## src/rtl/lbdu_ram.sv

```systemverilog
// generic single-port-write, single-read RAM with registered read data
// no dependencies
`default_nettype none
module lbdu_ram #(
  parameter int Width = 8,
  parameter int Depth = 16
) (
  input  wire logic                     clk,
  input  wire logic                     we,
  input  wire logic [$clog2(Depth)-1:0] waddr,
  input  wire logic [Width-1:0]         wdata,
  input  wire logic [$clog2(Depth)-1:0] raddr,
  output logic      [Width-1:0]         rdata
);
  logic [Width-1:0] mem [Depth];

  // write and registered read
  always_ff @(posedge clk) begin
    if (we) mem[waddr] <= wdata;
    rdata <= mem[raddr];
  end
endmodule
`default_nettype wire

```

## config.mk

```make
export PLATFORM = sky130hd
export DESIGN_NAME = lbdu_ram
export DESIGN_NICKNAME = d
export VERILOG_FILES = /design/src/rtl/lbdu_ram.sv
export SDC_FILE = /design/constraint.sdc
export NUM_CORES = 1
export LEC_CHECK = 0
export BUFFER_PORTS_ARGS = -buffer_cell sky130_fd_sc_hd__buf_2
export CORE_ASPECT_RATIO = 1.2
export CORE_MARGIN = 4
export CORE_UTILIZATION = 32
export DETAILED_ROUTE_END_ITERATION = 6
export REMOVE_ABC_BUFFERS = 1
export SLEW_MARGIN = 20
export SYNTH_ARGS = -nofsm -noshare
export SYNTH_HDL_FRONTEND = slang
export SYNTH_SLANG_ARGS = --single-unit
```

## constraint.sdc

```tcl
create_clock -name clk -period 4.15 [get_ports clk]
set_input_delay 0.6225 -clock clk [delete_from_list [all_inputs] [get_ports clk]]
set_output_delay 0.6225 -clock clk [all_outputs]
set_load 0.05 [all_outputs]
```

# Word-level counts from Yosys, hierarchy flattened
# Memories as Yosys holds them, arrays and structs flattened. A register that Yosys moved wholly into a read port is not among the register bits.
# Cells that the tools add are included.
[totals]
register_bits = 0
mem_bits_rw = 128
out_inout_bits = 8
wordCells = 3
memories = 1
[memory_table]
columns = ["memory", "depth", "word_bits", "rd", "rd_ports_with_merged_regs", "wr", "line", "text"]
rows = [
  ["mem", 16, 8, 1, 1, 1, "15", "logic [Width-1:0] mem [Depth];"],
]
[op_classes]
n_mux = 2
[ops]
columns = ["operator", "count"]
rows = [
  ["$mux 1", 2],
]

# Longest topological paths before layout
[depth]
ltp_word = 2
mapped_depth = 5

# Worst setup path after synthesis
# No wires, ideal clock.
[synth_timing]
path_type = "input to register"
start = "in waddr[2]"
end = "mem mem[0][0] (enable)"
setup_ns = 0.383
arrival_ns = 1.732
required_ns = 3.767
path_slack_ns = 2.035
cell_stages = 2
n_path_buf = 0
cell_sequence = "or3b_2 > nor3_1"
[synth_lines]
columns = ["item", "line", "text"]
rows = [
  ["start: declaration", "10", "input wire logic [$clog2(Depth)-1:0] waddr,"],
  ["end: declaration", "15", ""],
]
# Straight into the memory's write port.

# Final worst setup path
[layout_timing]
start = "in waddr[2]"
end = "mem mem[1][7] (enable)"
# Straight into the memory's write port.

==> impl_metrics.env <==
export IMPL_ff2ff_setup_slack_ns=2.79
export IMPL_first_pass_iters=4
export IMPL_cts_hold_buffers_added=0
export IMPL_vias_per_cell=4.78
export IMPL_critPathLaunchType="primary input"
export IMPL_grt_overflow=0
export IMPL_syn_inst=229
export IMPL_vias=2333
export IMPL_fp_coreArea_um2=15700
export IMPL_finClkSkew_ns=0.00411
export IMPL_synth_top_family_by_area="multiplexers"
export IMPL_wl_per_cell_um=20.0
export IMPL_slew_headroom_pct=34.6
export IMPL_die_w_um=124
export IMPL_regArea_um2=4000
export IMPL_setup_tns_ns=0
export IMPL_ir_drop_v=0.000306
export IMPL_required_ns=4.18
export IMPL_die_y_um=147
export IMPL_maxSlewViolCount=0
export IMPL_wl_um=9760
export IMPL_hp_class="in2reg"
export IMPL_multiInputGateArea_um2=1060
export IMPL_crit_path_end_kind="flop"
export IMPL_start_util_pct=32.8
export IMPL_p_leak_nw=2.00
export IMPL_grt_pass1_vias=2512
export IMPL_clk_latency_ns=0.41
export IMPL_place_inst=456
export IMPL_yosys_area_share_simple_pct=3.18
export IMPL_fmax_mhz=505
export IMPL_htreeDepth=4
export IMPL_final_cells=488
export IMPL_critical_path_class="in2reg"
export IMPL_ioPinCount=26
export IMPL_clk_path_buf_depth=2
export IMPL_whs_ns=0.600
export IMPL_cts_setup_buffers=0
export IMPL_final_antenna_net_count=0
export IMPL_yosysWarningCount=0
export IMPL_synth_compound_area_share_pct=2.33
export IMPL_nNetsFinal=285
export IMPL_period_minus_slack_ns=1.98
export IMPL_num_fill_cells=1415
export IMPL_areaGrowthSynthToFinish_pct=17.5
export IMPL_p_per_area_nw_per_um2=519
export IMPL_hold_viol_final=0
export IMPL_max_cap_violations=0
export IMPL_numCtsBuffers=17
export IMPL_report_final_setup_viol=0
export IMPL_place_congestion=0.674
export IMPL_synth_area_mux_share_pct=15.0
export IMPL_clock_sinks=136
export IMPL_numPortBuffers=25
export IMPL_r2r_start="mem[1][0]$_DFFE_PP_"
export IMPL_diodes=0
export IMPL_antenna_found_initial=1
export IMPL_drive_above_1_share_pct=28.2
export IMPL_cp_data_arrival_time_ns=2.01
export IMPL_hold_path_startpoint="wdata[3]"
export IMPL_path_clk_slew_ns=0.06
export IMPL_cts_root_buffer="clkbuf_16"
export IMPL_cts_tree="yes"
export IMPL_synth_area_um2=5150
export IMPL_cts_resized=0
export IMPL_startpoint="waddr[2]"
export IMPL_synth_seq_area_share_pct=77.8
export IMPL_grt_start_max_net_pins=33
export IMPL_avgSynthCellArea_um2=22.5
export IMPL_grt_usage_pct=11.8
export IMPL_ys_types=19
export IMPL_status="finished clean"
export IMPL_hpwl_um=6010
export IMPL_cp_max_fo=8
export IMPL_final_period_utilization_pct=47.8
export IMPL_ys_ff_latch=136
export IMPL_die_area_um2=18200
export IMPL_drc=0
export IMPL_grt_pass1_wl_um=15100
export IMPL_rsz0062_at_grt="false"
export IMPL_finish_utilization_pct=38.5
export IMPL_synth_xor_area_share_pct=0
export IMPL_synth_adder_area_share_pct=0
export IMPL_drtIter0Drc=182
export IMPL_rows=50
export IMPL_tightest_slew_ns=0.978
## layer usage
metal	share of wire [%]	up-vias	track usage [%]
li1	-	1049	-
met1	43	1210	15.4
met2	49	58	17.7
met3	6.1	14	4.20
met4	1.4	2	4.99
met5	0.082	-	0
## state kept, by name (all words and copies together) (netlist names)
| register | flops |
|---|---|
| mem | 128 |
| rdata | 8 |
## metrics by stage
step                instance area (µm²)  total power, mW  setup WS [ns]
CTS                                6050             3.18           1.87
global placement                   5480             1.74           1.44
global route                       6050             3.26           2.14
detailed placement                 5480             1.74           1.43
floorplan                          5060             1.66           2.03
finish                             6050             3.14           2.17
## synth_stat cells (all sizes together)
cell,instances,area [µm²]
mux4,32,773
nor3,4,20.0
nor2b,1,6.26
nand2,9,33.8
dfxtp,8,160
a22oi,16,120
edfxtp,128,3840
nand3,1,5.00
buf,7,56.3
nand2b,2,12.5
and2b,1,7.51
nand3b,2,15.0
or3b,1,8.76
clkdlybuf4s25,3,30.0
nor2,13,48.8
and2,1,6.26
## cell families (layout without fill, tap and decap cells)
family / count (synthesis) / after routing
AO/OA/AOI/OAI: 16 / 16
buffers and inverters: 10 / 61
flip-flops: 136 / 136
multiplexers: 32 / 32
AND/OR/NAND/NOR: 35 / 35
## worst max-delay path: stages
cell and delay [ns]:
buf_2 0.12, or3b_2 0.51, nor2_1 0.76
## final cells by class
type,count,share of cell area [%]
Multi-Input combinational cell,83,17.5
Clock inverter,13,2.13
Clock buffer,19,7.32
Sequential cell,136,66.2
Tap cell,208,4.30
Timing Repair Buffer,29,2.61
## where the power goes
part	total [mW]	switching [mW]	internal, mW
sequential	1.55	0.00930	1.54
clock	1.43	0.540	0.894
combinational	0.163	0.107	0.0556
total	3.14	0.657	2.49
## final timing paths
path | cells past startpoint | end
worst max register to register | 3 | rdata[0]$_DFF_P_
worst min-delay path | 1 | mem[14][3]$_DFFE_PP_
worst max-delay path | 3 | mem[1][7]$_DFFE_PP_
worst min register to register | 3 | rdata[0]$_DFF_P_
## cell usage in the layout (no fill, tap or decap)
cell        count
nor2b_1         1
clkinv_2        7
edfxtp_1      128
clkbuf_1        1
or3b_2          1
dfxtp_1         8
nand3b_1        2
inv_6           1
mux4_2         18
clkinvlp_4      1
nor3_1          4
bufinv_16       2
clkbuf_8        1
buf_2          24
mux4_1         14
clkbuf_16      17
nand2b_1        2
and2b_1         1
a22oi_1        16
and2_1          1
buf_4           5
nand2_1         9
nor2_1         13
clkinv_4        2
nand3_1         1
No activity file was read; power rests on OpenSTA's default activity.
